## src/hdl/wdpr_pkg.sv

```systemverilog
package wdpr_pkg;

  // configuration register indexes
  localparam logic [2:0] REG_WALL_HALF_SPAN = 3'd0;
  localparam logic [2:0] REG_RIGHT_ALONG    = 3'd1;
  localparam logic [2:0] REG_RIGHT_ACROSS   = 3'd2;
  localparam logic [2:0] REG_LEFT_ALONG     = 3'd3;
  localparam logic [2:0] REG_LEFT_ACROSS    = 3'd4;

  localparam logic [14:0] WALL_HALF_SPAN_RST = 15'd18176;
  localparam logic signed [13:0] RIGHT_ALONG_RST  = 14'sd640;
  localparam logic signed [13:0] RIGHT_ACROSS_RST = 14'sd128;
  localparam logic signed [13:0] LEFT_ALONG_RST   = 14'sd768;
  localparam logic signed [13:0] LEFT_ACROSS_RST  = -14'sd256;

  // n / 127 == (n * DIV127_RECIP) >> 31 for every n below 2^24
  localparam logic [24:0] DIV127_RECIP = 25'd16909321;
  // floor(2^16 / 90), estimate of hi / 90 low by at most one
  localparam logic [23:0] DIV90_RECIP = 24'd728;

  // angles in 1/256 degree
  localparam logic [16:0] DEG_45  = 17'd11520;
  localparam logic [16:0] DEG_90  = 17'd23040;
  localparam logic [16:0] DEG_135 = 17'd34560;
  localparam logic [16:0] DEG_225 = 17'd57600;
  localparam logic [16:0] DEG_270 = 17'd69120;
  localparam logic [16:0] DEG_315 = 17'd80640;
  localparam logic signed [17:0] DEG_180_S = 18'sd46080;
  localparam logic signed [17:0] DEG_360_S = 18'sd92160;
  // 2^23 mod 92160, and the turn less that offset
  localparam logic [16:0] HEAD_BIAS      = 17'd2048;
  localparam logic [16:0] TURN_LESS_BIAS = 17'd90112;

  localparam logic signed [31:0] CORDIC_X0 = 32'sd652032874;

  typedef struct packed {
    logic [14:0]        wall_half_span;
    logic signed [13:0] right_along;
    logic signed [13:0] right_across;
    logic signed [13:0] left_along;
    logic signed [13:0] left_across;
  } cfg_t;

  typedef struct packed {
    logic               right;
    logic               on_x;
    logic               pos;
    logic               neg;
    logic signed [17:0] reach;
    logic signed [15:0] cur_x;
    logic signed [15:0] cur_y;
  } side_t;

  typedef struct packed {
    logic               valid;
    logic signed [31:0] x;
    logic signed [31:0] y;
    logic signed [25:0] z;
    side_t              side;
  } cordic_t;

  // arctan(2^-i) in 1/65536 degree
  function automatic logic [21:0] atan_val(input int unsigned idx);
    case (idx)
      0:  return 22'd2949120;
      1:  return 22'd1740967;
      2:  return 22'd919879;
      3:  return 22'd466945;
      4:  return 22'd234379;
      5:  return 22'd117266;
      6:  return 22'd58666;
      7:  return 22'd29335;
      8:  return 22'd14668;
      9:  return 22'd7334;
      10: return 22'd3667;
      11: return 22'd1833;
      12: return 22'd917;
      13: return 22'd458;
      14: return 22'd229;
      15: return 22'd115;
      16: return 22'd57;
      17: return 22'd29;
      18: return 22'd14;
      19: return 22'd7;
      20: return 22'd4;
      21: return 22'd2;
      22: return 22'd1;
      default: return 22'd0;
    endcase
  endfunction

  function automatic logic signed [15:0] sat_q15(input logic signed [17:0] v);
    if (v > 18'sd32767) begin
      return 16'sd32767;
    end else if (v < -18'sd32767) begin
      return -16'sd32767;
    end
    return v[15:0];
  endfunction

  function automatic logic signed [15:0] sat_16(input logic signed [20:0] v);
    if (v > 21'sd32767) begin
      return 16'sh7fff;
    end else if (v < -21'sd32768) begin
      return 16'sh8000;
    end
    return v[15:0];
  endfunction

endpackage

```

## src/hdl/wdpr_post.sv

```systemverilog
module wdpr_post import wdpr_pkg::*; (
  input  logic               clk_i,
  input  logic               rst_ni,
  input  cordic_t            cord_i,
  input  cfg_t               cfg_i,
  output logic               done_o,
  output logic               on_x_axis_o,
  output logic signed [15:0] reset_position_o,
  output logic signed [15:0] new_x_o,
  output logic signed [15:0] new_y_o
);

  // stage E: round to Q1.15, clamp, undo the half-turn fold
  logic               e_valid_q;
  logic signed [15:0] e_c_q, e_s_q;
  side_t              e_side_q;

  logic signed [32:0] e_xs, e_ys;
  logic signed [15:0] e_c, e_s;

  always_comb begin
    e_xs = 33'(cord_i.x) + 33'sd16384;
    e_ys = 33'(cord_i.y) + 33'sd16384;
    e_c  = sat_q15(e_xs[32:15]);
    e_s  = sat_q15(e_ys[32:15]);
  end

  always_ff @(posedge clk_i or negedge rst_ni) begin
    if (!rst_ni) begin
      e_valid_q <= 1'b0;
    end else begin
      e_valid_q <= cord_i.valid;
    end
  end

  always_ff @(posedge clk_i) begin
    e_c_q    <= cord_i.side.neg ? -e_c : e_c;
    e_s_q    <= cord_i.side.neg ? -e_s : e_s;
    e_side_q <= cord_i.side;
  end

  // stage F: products for the selected axis
  logic               f_valid_q;
  logic signed [33:0] f_pd_q;
  logic signed [29:0] f_pa_q, f_pb_q;
  side_t              f_side_q;

  logic signed [15:0] f_t, f_tabs, f_ta, f_tb;
  logic signed [13:0] f_along, f_across;

  always_comb begin
    f_t      = e_side_q.on_x ? e_c_q : e_s_q;
    f_tabs   = f_t[15] ? -f_t : f_t;
    f_ta     = e_side_q.on_x ? e_c_q : e_s_q;
    f_tb     = e_side_q.on_x ? -e_s_q : e_c_q;
    f_along  = e_side_q.right ? cfg_i.right_along : cfg_i.left_along;
    f_across = e_side_q.right ? cfg_i.right_across : cfg_i.left_across;
  end

  always_ff @(posedge clk_i or negedge rst_ni) begin
    if (!rst_ni) begin
      f_valid_q <= 1'b0;
    end else begin
      f_valid_q <= e_valid_q;
    end
  end

  always_ff @(posedge clk_i) begin
    f_pd_q   <= e_side_q.reach * f_tabs;
    f_pa_q   <= f_along * f_ta;
    f_pb_q   <= f_across * f_tb;
    f_side_q <= e_side_q;
  end

  // stage G: rotated offset
  logic               g_valid_q;
  logic signed [33:0] g_pd_q;
  logic signed [30:0] g_rot_q;
  side_t              g_side_q;

  always_ff @(posedge clk_i or negedge rst_ni) begin
    if (!rst_ni) begin
      g_valid_q <= 1'b0;
    end else begin
      g_valid_q <= f_valid_q;
    end
  end

  always_ff @(posedge clk_i) begin
    g_pd_q   <= f_pd_q;
    g_rot_q  <= 31'(f_pa_q) + 31'(f_pb_q);
    g_side_q <= f_side_q;
  end

  // stage H: corrected distance, rounded half up to 1/256 inch
  logic               h_valid_q;
  logic signed [19:0] h_corr_q;
  side_t              h_side_q;

  logic signed [30:0] h_rot_abs;
  logic signed [34:0] h_raw;

  always_comb begin
    h_rot_abs = g_rot_q[30] ? -g_rot_q : g_rot_q;
    h_raw     = 35'(g_pd_q) + 35'(h_rot_abs) + 35'sd16384;
  end

  always_ff @(posedge clk_i or negedge rst_ni) begin
    if (!rst_ni) begin
      h_valid_q <= 1'b0;
    end else begin
      h_valid_q <= g_valid_q;
    end
  end

  always_ff @(posedge clk_i) begin
    h_corr_q <= h_raw[34:15];
    h_side_q <= g_side_q;
  end

  // stage I: snap to the wall and drive the result beat
  logic               done_q;
  logic               on_x_q;
  logic signed [15:0] pos_q, nx_q, ny_q;

  logic signed [20:0] i_fin;
  logic signed [15:0] i_sat;

  always_comb begin
    i_fin = 21'($signed({1'b0, cfg_i.wall_half_span})) - 21'(h_corr_q);
    if (!h_side_q.pos) begin
      i_fin = -i_fin;
    end
    i_sat = sat_16(i_fin);
  end

  always_ff @(posedge clk_i or negedge rst_ni) begin
    if (!rst_ni) begin
      done_q <= 1'b0;
    end else begin
      done_q <= h_valid_q;
    end
  end

  always_ff @(posedge clk_i) begin
    on_x_q <= h_side_q.on_x;
    pos_q  <= i_sat;
    nx_q   <= h_side_q.on_x ? i_sat : h_side_q.cur_x;
    ny_q   <= h_side_q.on_x ? h_side_q.cur_y : i_sat;
  end

  assign done_o           = done_q;
  assign on_x_axis_o      = on_x_q;
  assign reset_position_o = pos_q;
  assign new_x_o          = nx_q;
  assign new_y_o          = ny_q;

endmodule

```

## config.mk

```make
export PLATFORM = sky130hd
export DESIGN_NAME = wdpr_post
export DESIGN_NICKNAME = d
export VERILOG_FILES = /design/src/hdl/wdpr_pkg.sv /design/src/hdl/wdpr_post.sv
export SDC_FILE = /design/constraint.sdc
export NUM_CORES = 2
export LEC_CHECK = 0
export BUFFER_PORTS_ARGS = -buffer_cell sky130_fd_sc_hd__clkbuf_2
export CELL_PAD_IN_SITES_DETAIL_PLACEMENT = 0
export CELL_PAD_IN_SITES_GLOBAL_PLACEMENT = 2
export CORE_ASPECT_RATIO = 1.5
export CORE_MARGIN = 1
export CORE_UTILIZATION = 40
export DETAILED_ROUTE_END_ITERATION = 7
export HOLD_SLACK_MARGIN = 0.15
export PLACE_DENSITY = 0.81
export SYNTH_ARGS = -nofsm -noshare
export SYNTH_HDL_FRONTEND = slang
export SYNTH_SLANG_ARGS = --single-unit
```

## constraint.sdc

```tcl
create_clock -name clk_i -period 11.95 [get_ports clk_i]
set_clock_uncertainty 0.2 [all_clocks]
set_input_delay 2.39 -clock clk_i [delete_from_list [all_inputs] [get_ports clk_i]]
set_output_delay 2.39 -clock clk_i [all_outputs]
set_load 0.1 [all_outputs]
```

# After elaboration in Yosys (flattened, before gate mapping)
# Index checks and enable logic that the tools add are counted.
dict set report word_totals {
  regBits 420
  inputBits 218
  word_cells 82
}
dict set report op_classes {
  addsub 12
  mul 3
  order_cmp 6
  n_mux 26
}
# operator count
set op_table {}
lappend op_table {{$mux 16} 16}
lappend op_table {{$add 32x16->33 const B} 2}
lappend op_table {{$neg 16->16} 4}
lappend op_table {{$mul 14x16->30} 2}
lappend op_table {{$gt 18x16->1 const B} 2}
lappend op_table {{$lt 18x16->1 const B} 2}
lappend op_table {{$add 34x31->35} 1}
lappend op_table {{$add 35x16->35 const B} 1}
lappend op_table {{$mul 18x16->34} 1}
lappend op_table {{$add 30x30->31} 1}
lappend op_table {{$mux 31} 1}
lappend op_table {{$neg 31->31} 1}
lappend op_table {{$mux 14} 2}
lappend op_table {{$gt 21x16->1 const B} 1}
lappend op_table {{$lt 21x16->1 const B} 1}
lappend op_table {{$mux 21} 1}
lappend op_table {{$neg 21->21} 1}
lappend op_table {{$sub 16x20->21} 1}
lappend op_table {{$mux 1} 6}

# Depth between registers and ports, before layout
dict set report logic_depth {
  ltp_word 8
  depth_mapped 35
}

# Worst setup path after synthesis
# No wires, ideal clock.
dict set report synth_path {
  path_type {register -> register}
  start {register e_side_q[52] (netlist name)}
  end {register f_pd_q[32]}
  setup_time_ns 0.072
  arrival_ns 8.758
  t_required_ns 11.678
  slack_ns 2.920
  stages_incl_launch_ff 31
  n_path_buf 3
  synth_period_minus_slack_ns 9.030
  cell_sequence {dfxtp_1 > buf_1 > mux2i_1 > clkbuf_1 > ha_1 > nand3_1 > or4_1 > o41ai_1 > xnor2_1 > clkbuf_1 > and2_1 > fa_1 > fa_1 > fa_1 > fa_1 > fa_1 > inv_1 > fa_1 > inv_1 > ha_1 > a21o_1 > a21oi_1 > o21bai_1 > a21oi_1 > o21bai_1 > a21o_1 > a221oi_1 > a21oi_1 > a2111o_1 > a21oi_1 > xnor2_1}
}
dict set report synth_via {
  elab_chain_len 4
}
# element line_no
set synth_rtl {}
lappend synth_rtl {{from (decl)} wdpr_post.sv:16} ;# side_t e_side_q;
lappend synth_rtl {{from (signal assigned)} wdpr_post.sv:39} ;# e_side_q <= cord_i.side;
lappend synth_rtl {{$mux 16 *} wdpr_post.sv:52} ;# f_t = e_side_q.on_x ? e_c_q : e_s_q;
lappend synth_rtl {{$neg 16->16} wdpr_post.sv:53} ;# f_tabs = f_t[15] ? -f_t : f_t;
lappend synth_rtl {{$mux 16 *} wdpr_post.sv:53}
lappend synth_rtl {{$mul 18x16->34 *} wdpr_post.sv:69} ;# f_pd_q <= e_side_q.reach * f_tabs;
lappend synth_rtl {{to (signal assigned)} wdpr_post.sv:69}
lappend synth_rtl {{to (decl)} wdpr_post.sv:44} ;# logic signed [33:0] f_pd_q;
# Every way passes the cells marked *; elsewhere a longest branch is shown, timed or not.

# Worst setup path in the final report
# Same ends and word-level chain as after synthesis.

==> results <==
- The data arrival time of the critical path is 10.40 ns.
- The final HPWL from detailed placement is 99550 µm.
- The area growth from synthesis to layout is 12.34%.
- The floorplan step set the die height to 412.4 µm.
- The H-tree was split into 2 levels.
- The transition time at the pin with the least slew margin is 1.314 ns.
- After detailed routing, the total wire length is 120700 µm.
- The flow ran to the end, and the final reports show no timing, DRC or antenna violations.
- After detailed routing, the wire length on met1 is 44860 µm.
- Row generation in the floorplan step produced 150 rows.
- The clock-pin slew reported for the worst setup and hold paths after clock tree synthesis is 0.07 ns.
- The core region is 0.1115 mm².
- The sequential-to-total area share from yosys stat is 0.1877.
- The max-slew violation count is 0.
- The final number of setup-violating endpoints is 0.
- The count of nets after finishing is 6408.
- The buffer type at the clock tree root is sky130_fd_sc_hd__clkbuf_16.
- The destination of the worst hold path is g_side_q[14].
- In this run the register-to-register setup slack is 1.89 ns.
- The total length of routed met2 wires is 68320 µm.
- The min-delay analysis places its worst path in the category reg -> reg.
- The hold violation total from the final report is 0.
- The count of warnings emitted by yosys is 0.
- Adding up every negative setup slack in the final design gives 0 ns.
- Measured along the x axis, the die boundary spans 275.6 µm.
- STA classifies the critical path endpoint as a register.
- The residual overflow from global routing is 0.
- Summed over all nets, wire length on met3 after detailed routing comes to 2944 µm.
- The number of nets produced by synthesis is 6114.
- For this block, the via count after detailed routing is 32830.
- Counting flops with a built-in enable in the synthesized netlist gives 0.
- The worst register-to-register path ends at f_pd_q[32].
- The setup fix buffers added after clock tree synthesis is 0.
- The highest routing layer actually used is met4.
- Once detail routing completed, the nets flagged for antenna violations numbered 0.
- For the worst setup path, the data required time is 12.29 ns.
- The count of different cell masters after synthesis is 94.
- The minimum hold slack is 0.1441 ns.
- In the routed layout, each cell is associated on average with a via count of 4.977.
- For this design the top-level I/O count stands at 268.
- The synthesized netlist occupies a cell area of 0.04492 mm².
- The share of the clock period used by the worst path after layout is 0.8420.
- The maximum number of pins on one net before global-route repair is 50.
- The smallest clock period supported by the final layout is computed as 10.06 ns.
- Clock latency on the worst-skew pair, taken at its later pin, is 0.62 ns.
- The mean cell area of the mapped netlist is 9.320 µm².
- The number of standard cells after synthesis is 4820.
- Setup repair after global routing left no endpoint under its margin.
- The TritonCTS clock tree is built.
- The placed instances occupy a cell area of 0.04765 mm².
- The startpoint identified for the worst hold timing path is f_side_q[14].
- The overall global routing resource usage is 0.2201.
- The number of DRC markers in iteration 0 is 1266.
- The number of cells on the worst reg-to-reg path is 29.
- The wire length per cell is 18.30 µm.
- Of the cells placed in the final design, the portion with a size suffix greater than 1 is 0.08932.
- The flip-flop cell with the highest count after synthesis is sky130_fd_sc_hd__dfxtp_1.
- The initial antenna violation count is 3.
- The number of clock sinks is 420.
- In this run the tightest slew margin relative to its limit is 0.1146.
- Along the worst hold path, the cell count comes to 0.
- The worst setup path is of the reg -> reg kind.
- The max-cap check violation count is 0.
- The number of global-route vias before repair is 35690.
- The DRC violation count after routing is 0.
- For this run, the detailed router's first-pass iteration total came to 5.
- The number of clock buffers inserted by TritonCTS is 44.
- Of all nets on the critical path, the largest fanout is 32.
- The starting utilization of the core area is 0.4029.
- The clock passes through at most 3 buffers.
- The cell repeated most along the worst path is sky130_fd_sc_hd__fa_1.
- The final core area utilization is 0.4527.
- The quantity of I/O buffers inserted on ports is 213.
- The final instance area is 0.05046 mm².
- The final weighted congestion in routability-driven placement is 0.8515.
- The cell with the biggest individual delay on the critical path is sky130_fd_sc_hd__dfxtp_2.
- The startpoint type of the worst setup path is a register.
- The achievable frequency is 99.38 MHz.
- In this run, synthesis produced a sequential element count of 420.
- The origin of the critical flop-to-flop path is e_side_q[52].
- In the synthesized netlist the async set-or-reset flop fraction comes to 0.01190.
- The first-pass GRT wire length is 193200 µm.
- The die covers 0.1137 mm².
- The maximum single-stage delay on the critical path is 0.88 ns.
## worst max-delay path: cells and delay by family (launching register included)
family | cells | cell delay [ns]
fa+ha+maj | 8 | 3.73
compound gates | 12 | 3.12
flops | 1 | 0.88
simple gates | 3 | 0.81
buf+inv | 4 | 0.68
xor+xnor | 2 | 0.57
## final cells by class
class | count | area (µm²)
fill | 10970 | 61020
multi-input combinational | 3384 | 32650
sequential | 420 | 8437
inverter | 883 | 3314
timing repair buffer | 381 | 2623
tap | 1444 | 1807
clock buffer | 47 | 1142
clock inverter | 35 | 483.0
antenna | 2 | 5.005
## metal layers
metal,vias up,track usage
li1,15740,-
met1,16370,0.2340
met2,521,0.4403
met3,195,0.01723
met4,0,0.07925
met5,-,0
## logic make-up after synthesis
kind of cell	share of synthesized area
adders and majority gates	0.4217
and+or+nand+nor	0.1390
AOI/OAI and AO/OA	0.08724
buffers and inverters	0.08571
DFF	0.1877
xor gates and xnor gates	0.05303
muxes	0.02563
## cells in the mapped netlist, drive strengths merged, types with 8 or more instances
master   instances  area (µm²)
mux2i           52       520.5
o2111ai         14       122.6
inv            883        3314
or4             10       78.82
o21a            21       157.7
nand2b          34       212.7
nor4             9       56.30
nand2          559        2101
nor3            57       300.3
nand3b          10       75.07
nand4           11       68.82
o211ai          13       121.4
a211o            8       70.07
nand3           74       380.4
a31oi           40       265.3
nor2           320        1209
xnor2          210        1839
a21oi          156       788.3
or2             19       118.9
a21boi           8       63.81
fa             730       14610
clkbuf         116       435.4
xor2            62       543.0
buf             17       100.1
and3            32       200.2
nor2b           46       287.8
a211oi          19       152.6
o31ai           37       291.5
and2           124       775.7
dfxtp          415        8308
a221oi           9       97.59
o21bai          26       195.2
o21ai          100       511.7
ha             346        4329
or3             26       162.7
mux2            56       630.6
a21o            57       435.4
## registers in the layout, indices dropped and copies added, names as in the netlist
signal / cells
f_pd_q: 34
h_side_q: 34
g_side_q: 34
e_side_q: 53
h_valid_q: 1
new_x_o: 16
new_y_o: 16
f_pa_q: 30
reset_position_o: 16
f_side_q: 34
e_s_q: 16
on_x_axis_o: 1
done_o: 1
h_corr_q: 20
e_valid_q: 1
f_pb_q: 30
e_c_q: 16
g_rot_q: 31
g_valid_q: 1
f_valid_q: 1
g_pd_q: 34
## cell usage in the layout, fill, tap and decap left out, types with 53 or more instances in the layout
master and count:
sky130_fd_sc_hd__inv_1 882, sky130_fd_sc_hd__fa_1 730, sky130_fd_sc_hd__nand2_1 558, sky130_fd_sc_hd__dfxtp_1 412, sky130_fd_sc_hd__ha_1 346, sky130_fd_sc_hd__nor2_1 319
sky130_fd_sc_hd__clkbuf_2 213, sky130_fd_sc_hd__xnor2_1 210, sky130_fd_sc_hd__a21oi_1 154, sky130_fd_sc_hd__and2_1 124, sky130_fd_sc_hd__dlygate4sd3_1 118, sky130_fd_sc_hd__o21ai_0 98
sky130_fd_sc_hd__nand3_1 72, sky130_fd_sc_hd__xor2_1 62, sky130_fd_sc_hd__a21o_1 56, sky130_fd_sc_hd__nor3_1 54, sky130_fd_sc_hd__mux2_2 53
## what timing repair did
item	4_1_cts	5_1_grt
resized for setup	0	0
hold buffers	117	1
hold endpoints to repair	117	1
## through the flow
| step | instances | setup WS (ns) |
|---|---|---|
| 2_1_floorplan | 4820 | 2.920 |
| 3_5_place_dp | 6394 | 1.922 |
| 6_report | 6596 | 1.888 |
| 4_1_cts | 6593 | 1.901 |
| 5_1_grt | 6596 | 1.285 |
| 3_3_place_gp | 6394 | 1.924 |
## worst max path at each step
stage	endpoint	from	cells past startpoint
finish	f_pd_q[32]	e_side_q[52]	29
global placement	f_pd_q[32]	e_side_q[52]	29
detailed placement	f_pd_q[32]	e_side_q[52]	29
floorplan	f_pd_q[32]	e_side_q[52]	30
CTS	f_pd_q[32]	e_side_q[52]	29
global route	f_pd_q[32]	e_side_q[52]	29
Power is left out: the tool's default activity adds up to more than one toggle a clock period on the data nets, which glitch-free logic cannot reach.
