## src/hdl/wdpr_pkg.sv

```systemverilog
package wdpr_pkg;

  // configuration register indexes
  localparam logic [2:0] REG_WALL_HALF_SPAN = 3'd0;
  localparam logic [2:0] REG_RIGHT_ALONG    = 3'd1;
  localparam logic [2:0] REG_RIGHT_ACROSS   = 3'd2;
  localparam logic [2:0] REG_LEFT_ALONG     = 3'd3;
  localparam logic [2:0] REG_LEFT_ACROSS    = 3'd4;

  localparam logic [14:0] WALL_HALF_SPAN_RST = 15'd18176;
  localparam logic signed [13:0] RIGHT_ALONG_RST  = 14'sd640;
  localparam logic signed [13:0] RIGHT_ACROSS_RST = 14'sd128;
  localparam logic signed [13:0] LEFT_ALONG_RST   = 14'sd768;
  localparam logic signed [13:0] LEFT_ACROSS_RST  = -14'sd256;

  // n / 127 == (n * DIV127_RECIP) >> 31 for every n below 2^24
  localparam logic [24:0] DIV127_RECIP = 25'd16909321;
  // floor(2^16 / 90), estimate of hi / 90 low by at most one
  localparam logic [23:0] DIV90_RECIP = 24'd728;

  // angles in 1/256 degree
  localparam logic [16:0] DEG_45  = 17'd11520;
  localparam logic [16:0] DEG_90  = 17'd23040;
  localparam logic [16:0] DEG_135 = 17'd34560;
  localparam logic [16:0] DEG_225 = 17'd57600;
  localparam logic [16:0] DEG_270 = 17'd69120;
  localparam logic [16:0] DEG_315 = 17'd80640;
  localparam logic signed [17:0] DEG_180_S = 18'sd46080;
  localparam logic signed [17:0] DEG_360_S = 18'sd92160;
  // 2^23 mod 92160, and the turn less that offset
  localparam logic [16:0] HEAD_BIAS      = 17'd2048;
  localparam logic [16:0] TURN_LESS_BIAS = 17'd90112;

  localparam logic signed [31:0] CORDIC_X0 = 32'sd652032874;

  typedef struct packed {
    logic [14:0]        wall_half_span;
    logic signed [13:0] right_along;
    logic signed [13:0] right_across;
    logic signed [13:0] left_along;
    logic signed [13:0] left_across;
  } cfg_t;

  typedef struct packed {
    logic               right;
    logic               on_x;
    logic               pos;
    logic               neg;
    logic signed [17:0] reach;
    logic signed [15:0] cur_x;
    logic signed [15:0] cur_y;
  } side_t;

  typedef struct packed {
    logic               valid;
    logic signed [31:0] x;
    logic signed [31:0] y;
    logic signed [25:0] z;
    side_t              side;
  } cordic_t;

  // arctan(2^-i) in 1/65536 degree
  function automatic logic [21:0] atan_val(input int unsigned idx);
    case (idx)
      0:  return 22'd2949120;
      1:  return 22'd1740967;
      2:  return 22'd919879;
      3:  return 22'd466945;
      4:  return 22'd234379;
      5:  return 22'd117266;
      6:  return 22'd58666;
      7:  return 22'd29335;
      8:  return 22'd14668;
      9:  return 22'd7334;
      10: return 22'd3667;
      11: return 22'd1833;
      12: return 22'd917;
      13: return 22'd458;
      14: return 22'd229;
      15: return 22'd115;
      16: return 22'd57;
      17: return 22'd29;
      18: return 22'd14;
      19: return 22'd7;
      20: return 22'd4;
      21: return 22'd2;
      22: return 22'd1;
      default: return 22'd0;
    endcase
  endfunction

  function automatic logic signed [15:0] sat_q15(input logic signed [17:0] v);
    if (v > 18'sd32767) begin
      return 16'sd32767;
    end else if (v < -18'sd32767) begin
      return -16'sd32767;
    end
    return v[15:0];
  endfunction

  function automatic logic signed [15:0] sat_16(input logic signed [20:0] v);
    if (v > 21'sd32767) begin
      return 16'sh7fff;
    end else if (v < -21'sd32768) begin
      return 16'sh8000;
    end
    return v[15:0];
  endfunction

endpackage

```

## src/hdl/wdpr_cordic_cell.sv

```systemverilog
module wdpr_cordic_cell import wdpr_pkg::*; #(
  parameter int unsigned STAGE = 0
) (
  input  logic    clk_i,
  input  logic    rst_ni,
  input  cordic_t cell_i,
  output cordic_t cell_o
);

  localparam logic signed [25:0] ATAN = $signed({4'b0000, atan_val(STAGE)});

  cordic_t            cell_d;
  cordic_t            data_q;
  logic               valid_q;
  logic signed [31:0] x_sh, y_sh;

  always_comb begin
    x_sh   = $signed(cell_i.x) >>> STAGE;
    y_sh   = $signed(cell_i.y) >>> STAGE;
    cell_d = cell_i;
    // rotate toward zero residual angle
    if (!cell_i.z[25]) begin
      cell_d.x = cell_i.x - y_sh;
      cell_d.y = cell_i.y + x_sh;
      cell_d.z = cell_i.z - ATAN;
    end else begin
      cell_d.x = cell_i.x + y_sh;
      cell_d.y = cell_i.y - x_sh;
      cell_d.z = cell_i.z + ATAN;
    end
  end

  always_ff @(posedge clk_i or negedge rst_ni) begin
    if (!rst_ni) begin
      valid_q <= 1'b0;
    end else begin
      valid_q <= cell_i.valid;
    end
  end

  always_ff @(posedge clk_i) begin
    data_q <= cell_d;
  end

  always_comb begin
    cell_o       = data_q;
    cell_o.valid = valid_q;
  end

endmodule

```

## config.mk

```make
export PLATFORM = sky130hd
export DESIGN_NAME = wdpr_cordic_cell
export DESIGN_NICKNAME = d
export VERILOG_FILES = /design/src/hdl/wdpr_pkg.sv /design/src/hdl/wdpr_cordic_cell.sv
export SDC_FILE = /design/constraint.sdc
export NUM_CORES = 1
export LEC_CHECK = 0
export ABC_AREA = 1
export BUFFER_PORTS_ARGS = -buffer_cell sky130_fd_sc_hd__buf_2
export CORE_MARGIN = 8
export CORE_UTILIZATION = 35
export CTS_CLUSTER_SIZE = 25
export DETAILED_ROUTE_END_ITERATION = 6
export PLACE_DENSITY = 0.6
export SLEW_MARGIN = 40
export SYNTH_ARGS = -nofsm -noshare
export SYNTH_HDL_FRONTEND = slang
export SYNTH_SLANG_ARGS = --single-unit
```

## constraint.sdc

```tcl
create_clock -name clk_i -period 0.8 [get_ports clk_i]
set_input_delay 0.16 -clock clk_i [delete_from_list [all_inputs] [get_ports clk_i]]
set_output_delay 0.16 -clock clk_i [all_outputs]
set_load 0.1 [all_outputs]
```

==> Yosys cells after proc, flatten, opt, wreduce, memory -nomap -nowiden <==
Cells that the tools add are included.
{ "word_totals": {"ff_bits": 145, "in_bits": 147, "out_inout_bits": 145, "wordCells": 17} }
{ "op_classes": {"add_sub_neg": 5, "n_mux": 1} }
{ "ops": {"columns": ["operator", "n"], "rows": [
  ["$mux W90", 1],
  ["$sub A32 B32 Y32", 2],
  ["$add A32 B32 Y32", 1],
  ["$add A26 B23 Y26 const B", 1],
  ["$sub A26 B23 Y26 const B", 1]
]} }

==> Depth between registers and ports, before layout <==
Gate-level depths: netlist of run 1.
{ "logic_depth": {"word_depth": 2, "mapped_depth": 17, "depth_no_buf": 16} }

==> Worst setup path after synthesis of run 1 <==
Ideal clock, no wire load.
{ "synth_timing": {"path_type": "input to register", "start": "in cell_i[79] (netlist bit)", "end": "reg data_q, in the netlist cell_o[78]", "setup_ns": 0.118, "t_arrival_ns": 1.972, "required_ns": 0.682, "setup_slack_ns": -1.290, "path_stages": 11, "n_path_buf": 2, "path_cell_list": "inv_1 clkbuf_1 buf_1 ha_1 nand2_1 inv_1 a21oi_1 nor2_1 o21ai_0 nand2_1 xor2_1"} }
{ "synth_lines": {"columns": ["item", "line", "text"], "rows": [
  ["from (decl)", "wdpr_cordic_cell.sv:6", "input cordic_t cell_i,"],
  ["to (signal assigned)", "wdpr_cordic_cell.sv:42", "data_q <= cell_d;"],
  ["to (decl)", "wdpr_cordic_cell.sv:13", "cordic_t data_q;"]
]} }

==> results of run 1 <==
## placed cells by master (no fill, tap or decap), types with 48 or more instances in the layout
| cell type | count |
|---|---|
| buf_6 | 50 |
| buf_12 | 161 |
| ha_1 | 62 |
| dfxtp_2 | 136 |
| buf_2 | 112 |
| nand3_1 | 111 |
| buf_4 | 236 |
| inv_1 | 252 |
| nand2_2 | 164 |
| nor2_1 | 48 |
| inv_2 | 55 |
| nand2_4 | 58 |
| nand2_1 | 402 |
| dlygate4sd3_1 | 72 |
## registers in the layout, summed over array words and instances (netlist names)
signal and cells:
cell_o 143, valid_q 1
## kinds of logic after synthesis
| group | count (synthesis) | share of synthesized area |
|---|---|---|
| compound gates | 137 | 0.0691 |
| simple gates | 940 | 0.363 |
| buf+inv | 381 | 0.143 |
| xor+xnor | 31 | 0.0255 |
| flops | 144 | 0.271 |
| fa+ha+maj | 106 | 0.127 |
## metal layers
layer  part of all wire  wire length, µm
met5                  0                0
met4              0.038             1860
met3              0.067             3230
met2               0.50            24100
met1               0.40            19300
## tightest hold or removal path: cells and delay by family
kind                     cells  cell delay (ps)
buffers and inverters        1               90
adder cells (fa/ha/maj)      1              140
AO/OA/AOI/OAI                1               40
## metrics by stage
step	setup WS [ps]	hold WS (ps)	instances	TNS, ps
2_1_floorplan	-785	-136	1739	-39610
3_3_place_gp	-1200	-64.3	2594	-69180
3_5_place_dp	-1260	-63.1	2594	-71030
4_1_cts	-634	24.8	2745	-76570
5_1_grt	-706	20.8	2768	-86260
6_report	-640	28.6	2768	-79040
## cell type report
class,instances,area (µm²),area share
clock buffers,19,454,0.0212
flip-flops and latches,144,3080,0.144
well taps,396,495,0.0231
clock inverters,13,125,0.00583
inverters,339,1430,0.0667
repair buffers,643,7020,0.327
multi-input cells,1214,8860,0.413
## power by group
part / internal [mW] / switching, mW
clock: 4.52 / 3.55
combinational: 8.37 / 13.2
sequential: 8.26 / 0.778
total: 21.1 / 17.6
## path summary, 6_finish.rpt
path | from | endpoint | slack (ps)
max | cell_i[80] | cell_o[100] | -640
min | cell_i[78] | cell_o[79] | 30
max in group asynchronous | rst_ni | valid_q | 660
min in group asynchronous | rst_ni | valid_q | 50
## timing repair
item / CTS / global route
endpoints found under the hold margin: 72 / 0
hold buffers: 72 / 0
setup buffers: 52 / 28
pin swaps: 204 / 145
gates resized for setup: 374 / 180
setup endpoints to repair: 214 / 214
==> out/qor_table.md, run 1 <==
| Parameter | This run | Unit |
|:---|:---|:---|
| Run status | complete, but fails checks | - |
| Violated checks | setup timing | - |
| Sum of net half-perimeters after detailed placement | 36500 | µm |
| Slowest cell delay on critical path | 370 | ps |
| I/O Buffers | 291 | - |
| Main synth FF type | dfxtp_1 | - |
| Met2 global-route usage | 0.450 | - |
| # IOs | 292 | - |
| Detailed Routing Iterations Pass 1 | 7 | - |
| Total power after layout | 38.7 | mW |
| YS warnings | 0 | - |
| Netlist area before placement | 10600 | µm² |
| Area growth from synthesis to layout | 102 | % |
| Most common library cells after synthesis | nand2_1 (626), inv_1 (337), nand3_1 (155) | - |
| Fin worst setup slack | -640 | ps |
| Worst hold path class | in -> reg | - |
| Layout filler cell count | 2188 | - |
| Count of cell instances traversed by the critical path | 13 | - |
| Antenna violations before repair | 0 | - |
| Power density relative to cell area | 1800 | nW/µm² |
| Share of synthesized flip-flops with an asynchronous set or reset | 0.00694 | - |
| Total grt overflow | 0 | - |
| Post-Route WL | 48500 | µm |
| CTS tree | done | - |
| Final critical delay including setup and external delays | 1440 | ps |
| Standard cell with the maximum stage delay on the critical path | fa_2 | - |
| Number of enable flip-flop cells after synthesis | 0 | - |
| Cell area after placement | 17600 | µm² |
| Largest buffer count on any clock path | 2 | - |
| H-Tree Depth | 4 | - |
| Number of slew-limit violations in the final report | 0 | - |
| Core utilization of the finished layout | 0.709 | - |
| Top post-synthesis cells by area | dfxtp_1 (27%), nand2_1 (22%), ha_1 (12%) | - |
| Drt first-iter violations | 966 | - |
| M1 GR Usage | 0.299 | - |
| Share of layout cells above drive strength 1 | 0.547 | - |
| Total core area | 30300 | µm² |
| Gp weighted congestion | 0.997 | - |
| Setup repair after global routing missed its margin | true | - |
| Leading cell type by number of instances after synthesis | nand2_1 | - |
| Clock Sinks | 144 | - |
| Number of nets still failing antenna checks after routing | 0 | - |
| Overall routing resource usage | 0.253 | - |
| Most heavily used metal layer in global routing | met2 | - |
| Register bit count reported by yosys | 144 | - |
| Global routing met3 resource utilization | 0.0474 | - |
| Initial standard-cell utilization of the core | 0.352 | - |
| Cell family contributing the most delay on the critical path | simple AND/OR/NAND/NOR gates | - |
| Data required time at the worst endpoint | 1130 | ps |
| Highest clock frequency the design can meet | 0.694 | GHz |
| Final hold violation count | 0 | - |
| Fraction of the cycle the final worst path needs | 1.80 | - |
| First-pass GRT wire length | 72700 | µm |
| Distinct cell type count after synthesis | 36 | - |
| Crit path arrival time | 1770 | ps |
| Clock input transition at the sequential cells of the worst setup and hold paths | 70 | ps |
| Yosys top cell by area | dfxtp_1 | - |
| Number of global-route vias before repair | 13600 | - |
| Die width | 190 | µm |
| Rows | 64 | - |
| Antenna diode instance count | 0 | - |
| Crit-path max FO | 3 | - |
| Startpoint type of the worst setup path | input port | - |
| Total DRC errors in the routed layout | 0 | - |
| Hold Path Depth | 3 | - |
| CTS buffer count | 17 | - |
| Fraction of post-synthesis cell area in the top cell type by area | 0.269 | - |
| Post-synthesis average cell area | 6.12 | µm² |
| Total die area | 36200 | µm² |
| Slew at the pin with the worst max-slew slack | 674 | ps |
| Total number of vias | 13500 | - |
| Largest net degree at the start of global routing | 68 | - |
| Clock Root Buffer | clkbuf_16 | - |
| Crit Path Class | in -> reg | - |
| Post-layout nets | 2612 | - |
| Cell-by-cell listing of the critical path | buf_12 > buf_12 > ha_4 > fa_2 > nand2_2 > nand2_4 > and2_4 > nand2_4 > nand3_4 > nand3_4 > nand3_2 > nand3_1 > nand2_1 | - |
| Number of standard cells after synthesis | 1739 | - |
| Category of the worst setup path capture point | flip-flop | - |
| Die height | 190 | µm |
| Post-synthesis sequential area ratio | 0.271 | - |
| Vias per std cell | 4.86 | - |
| Combined buffer and inverter count along the critical path | 2 | - |
| Cell leakage power | 10.9 | nW |
| Post-route cell area | 21500 | µm² |
| Number of nets produced by synthesis | 1992 | - |
| Count of final setup violators | 214 | - |
| Worst slew margin relative to its limit | 0.551 | - |
| Peak VDD IR | 1.60 | mV |
| Max-cap violations | 0 | - |
| Wire length per cell | 17.5 | µm |
Note: power is estimated with default switching activity, not from simulation.
==> inputs of run 2 (changes only) <==
- CORE_MARGIN: 8 -> default
- CORE_UTILIZATION: 35 -> 49
- PLACE_DENSITY: 0.6 -> 0.79
==> out/qor_table.md, run 2 <==
| Parameter | This run | Unit |
|:---|:---|:---|
| Run status | aborted with a tool error | - |
| Failing step | 5_1_grt | - |
| First error in the log | [ERROR GRT-0116] Global routing finished with congestion. Check the congestion regions in the DRC Viewer. | - |
| Die height | 149 | µm |
| YS warnings | 0 | - |
| Top post-synthesis cells by area | dfxtp_1 (27%), nand2_1 (22%), ha_1 (12%) | - |
| I/O Buffers | 291 | - |
| Register bit count reported by yosys | 144 | - |
| Number of placed instances, taps included | 2472 | - |
| Die width | 149 | µm |
| H-Tree Depth | 4 | - |
| Number of global-route vias before repair | 20200 | - |
| Most common library cells after synthesis | nand2_1 (626), inv_1 (337), nand3_1 (155) | - |
| Largest net degree at the start of global routing | 58 | - |
| Clock Root Buffer | clkbuf_16 | - |
| Total grt overflow | 141 | - |
| Number of enable flip-flop cells after synthesis | 0 | - |
| # IOs | 292 | - |
| Number of nets produced by synthesis | 1992 | - |
| Fraction of post-synthesis cell area in the top cell type by area | 0.269 | - |
| Overall routing resource usage | 0.808 | - |
| Main synth FF type | dfxtp_1 | - |
| Post-synthesis average cell area | 6.12 | µm² |
| Gp weighted congestion | 1.05 | - |
| Sum of net half-perimeters after detailed placement | 37000 | µm |
| Number of standard cells after synthesis | 1739 | - |
| Post-synthesis sequential area ratio | 0.271 | - |
| Share of synthesized flip-flops with an asynchronous set or reset | 0.00694 | - |
| Initial standard-cell utilization of the core | 0.503 | - |
| First-pass GRT wire length | 134000 | µm |
| Yosys top cell by area | dfxtp_1 | - |
| Largest buffer count on any clock path | 2 | - |
| Distinct cell type count after synthesis | 36 | - |
| Rows | 53 | - |
| Netlist area before placement | 10600 | µm² |
| Clock Sinks | 144 | - |
| CTS buffer count | 17 | - |
| Leading cell type by number of instances after synthesis | nand2_1 | - |
[run 2: repair_timing]
action | in CTS
endpoints found under the setup margin | 214
endpoints found under the hold margin | 73
resized for setup | 325
pin swaps | 136
buffers inserted | 49
hold buffers | 73
[run 2: cells by family after synthesis]
| kind of cell | count (synthesis) | share of synthesized area |
|---|---|---|
| xor gates and xnor gates | 31 | 0.0255 |
| AOI/OAI and AO/OA | 137 | 0.0691 |
| and+or+nand+nor | 940 | 0.363 |
| DFF | 144 | 0.271 |
| buffers and inverters | 381 | 0.143 |
| adders and majority gates | 106 | 0.127 |
[run 2: routing by layer]
metal	GRT usage	GRT overflow
met3	0.674	2
met1	0.795	3
met2	0.959	69
met4	0.858	67
met5	0.245	0
[run 2: through the flow]
| step | utilization | worst slack, ps | area, µm² | TNS [ps] |
|---|---|---|---|---|
| after floorplan | - | -785 | 12300 | -39610 |
| after global placement | 0.821 | -1190 | 17400 | -66550 |
| after detailed placement | 0.821 | -1270 | 17400 | -72440 |
| after CTS | 0.960 | -592 | 20300 | -78270 |
==> inputs of run 3 (changes only) <==
- CORE_UTILIZATION: 49 -> 40
- CTS_CLUSTER_SIZE: 25 -> default
- PLACE_DENSITY: 0.79 -> default
- PLACE_DENSITY_LB_ADDON: default -> 0.15
- clock period: 0.8 -> 1 ns (I/O delays scaled with it)
==> out/qor_table.md, run 3 (synthesis results as in run 1) <==
| Parameter | This run | Unit |
|:---|:---|:---|
| Total die area | 27300 | µm² |
| Rows | 59 | - |
| CTS buffer count | 17 | - |
| Fin worst setup slack | -466 | ps |
| Antenna violations before repair | 1 | - |
| Largest buffer count on any clock path | 2 | - |
| H-Tree Depth | 4 | - |
| Highest clock frequency the design can meet | 0.682 | GHz |
| Total core area | 26100 | µm² |
| Crit path arrival time | 1840 | ps |
| Largest net degree at the start of global routing | 60 | - |
| Share of layout cells above drive strength 1 | 0.543 | - |
| Standard cell with the maximum stage delay on the critical path | fa_2 | - |
| Drt first-iter violations | 1255 | - |
| Post-Route WL | 49700 | µm |
| Cell-by-cell listing of the critical path | buf_12 > ha_4 > fa_2 > nand2_2 > nand2_4 > nand3_4 > nand2_4 > nand2_4 > nand3_4 > nand2_4 > nand2_2 > nand2_2 > nand3_1 > nand2_1 | - |
| Count of final setup violators | 210 | - |
| Setup repair after global routing missed its margin | true | - |
| Clock Sinks | 144 | - |
| CP most frequent cell | nand2_4 | - |
| Total area of multi-input combinational cells | 8800 | µm² |
| Most common library cell in the layout ignoring fill and taps | nand2_1 | - |
| Violated checks | setup timing | - |
| Clock input transition at the sequential cells of the worst setup and hold paths | 70 | ps |
| Sequential share of power | 0.233 | - |
| Data required time at the worst endpoint | 1380 | ps |
| Area growth from synthesis to layout | 99.5 | % |
| I/O Buffers | 291 | - |
| Post-Place Setup Slack | -1130 | ps |
| Run status | complete, but fails checks | - |
| # IOs | 292 | - |
| Initial standard-cell utilization of the core | 0.408 | - |
| Cell leakage power | 10.9 | nW |
| Final hold violation count | 0 | - |
| Cell area after placement | 17600 | µm² |
| Total power after layout | 31.1 | mW |
| Layout filler cell count | 1620 | - |
| Power density relative to cell area | 1460 | nW/µm² |
| Number of nets still failing antenna checks after routing | 0 | - |
| Crit Path Class | in -> reg | - |
| Peak VDD IR | 1.32 | mV |
| Fraction of power consumed by combinational cells | 0.556 | - |
| Post-route cell area | 21200 | µm² |
| Vias per std cell | 5.12 | - |
| Slowest cell delay on critical path | 380 | ps |
| Sum of net half-perimeters after detailed placement | 35200 | µm |
| Die width | 165 | µm |
| Category of the worst setup path capture point | flip-flop | - |
| Number of global-route vias before repair | 13600 | - |
| Total grt overflow | 0 | - |
| Post-layout nets | 2610 | - |
| Switching power total | 14.4 | mW |
| Total DRC errors in the routed layout | 0 | - |
| Fin Setup TNS | -45560 | ps |
| First-pass GRT wire length | 71800 | µm |
| Worst hold path class | in -> async | - |
| Fraction of the cycle the final worst path needs | 1.47 | - |
| Die height | 165 | µm |
| Number of slew-limit violations in the final report | 0 | - |
| Gp weighted congestion | 0.973 | - |
| Internal power component | 16.7 | mW |
| Clock Root Buffer | clkbuf_16 | - |
| Slew at the pin with the worst max-slew slack | 565 | ps |
| Switching Share | 0.463 | - |
| CTS tree | done | - |
| Startpoint type of the worst setup path | input port | - |
| Sequential cell area | 3090 | µm² |
| Wire length per cell | 18.4 | µm |
| Fraction of power consumed by the clock network | 0.211 | - |
| Worst slew margin relative to its limit | 0.623 | - |
| Total number of vias | 13900 | - |
| Max-cap violations | 0 | - |
| Overall routing resource usage | 0.347 | - |
| Final critical delay including setup and external delays | 1470 | ps |
| Number of flip-flops in the largest register | 143 | - |
| Most frequent cells in the layout | nand2_1 (419), inv_1 (255), buf_4 (236) | - |
| Fin cells | 2705 | - |
| Number of placed instances, taps included | 2546 | - |
| Crit-path max FO | 4 | - |
| Detailed Routing Iterations Pass 1 | 6 | - |
## run 3: worst paths after layout
check | from | to | slack, ps | cells after the start
worst max-delay path | cell_i[80] | cell_o[142] | -470 | 14
worst min-delay path | rst_ni | valid_q | 60 | 2
max in group asynchronous | rst_ni | valid_q | 850 | 2
min in group clk_i | cell_i[71] | cell_o[71] | 80 | 2
## run 3: worst max-delay path: cells and delay by family
family,cells,cell delay [ps]
simple gates,11,960
fa+ha+maj,2,540
buf+inv,1,120
## run 3: final cells by class
| type | instances | area share |
|---|---|---|
| Multi-Input combinational cell | 1214 | 0.415 |
| Tap cell | 335 | 0.0197 |
| Clock inverter | 14 | 0.00684 |
| Timing Repair Buffer | 641 | 0.327 |
| Clock buffer | 17 | 0.0200 |
| Sequential cell | 144 | 0.145 |
| Inverter | 339 | 0.0667 |
| Antenna cell | 1 | 0.000118 |
## run 3: metal layers
| metal | share of wire | track usage | up-vias | wire length, µm |
|---|---|---|---|---|
| li1 | - | - | 6530 | - |
| met1 | 0.38 | 0.412 | 6471 | 19000 |
| met2 | 0.49 | 0.603 | 697 | 24200 |
| met3 | 0.076 | 0.0502 | 156 | 3760 |
| met4 | 0.054 | 0.180 | 0 | 2680 |
| met5 | 0 | 0 | - | 0 |
## run 3: through the flow
| step | utilization | hold WS, ps |
|---|---|---|
| final | 0.815 | 62.1 |
| after CTS | 0.779 | 57.3 |
| after global placement | 0.677 | -25.5 |
| after floorplan | - | -95.6 |
| after detailed placement | 0.677 | -24.9 |
| after global routing | 0.815 | 71.7 |
## run 3: power groups by stage
| stage | sequential [mW] | combinational, mW | clock [mW] |
|---|---|---|---|
| after floorplan | 12.0 | 4.48 | 0 |
| after global placement | 7.33 | 15.0 | 0 |
| after detailed placement | 7.34 | 15.1 | 0 |
| after CTS | 7.23 | 16.3 | 6.52 |
| after global routing | 7.30 | 18.0 | 6.83 |
| final | 7.26 | 17.3 | 6.55 |
## run 3: timing repair
item / in CTS / in global routing
buffers inserted: 41 / 20
pin swaps: 188 / 135
endpoints found under the setup margin: 212 / 211
endpoints found under the hold margin: 72 / 0
hold buffers: 72 / 0
gates cloned: 0 / 0
resized for setup: 299 / 217
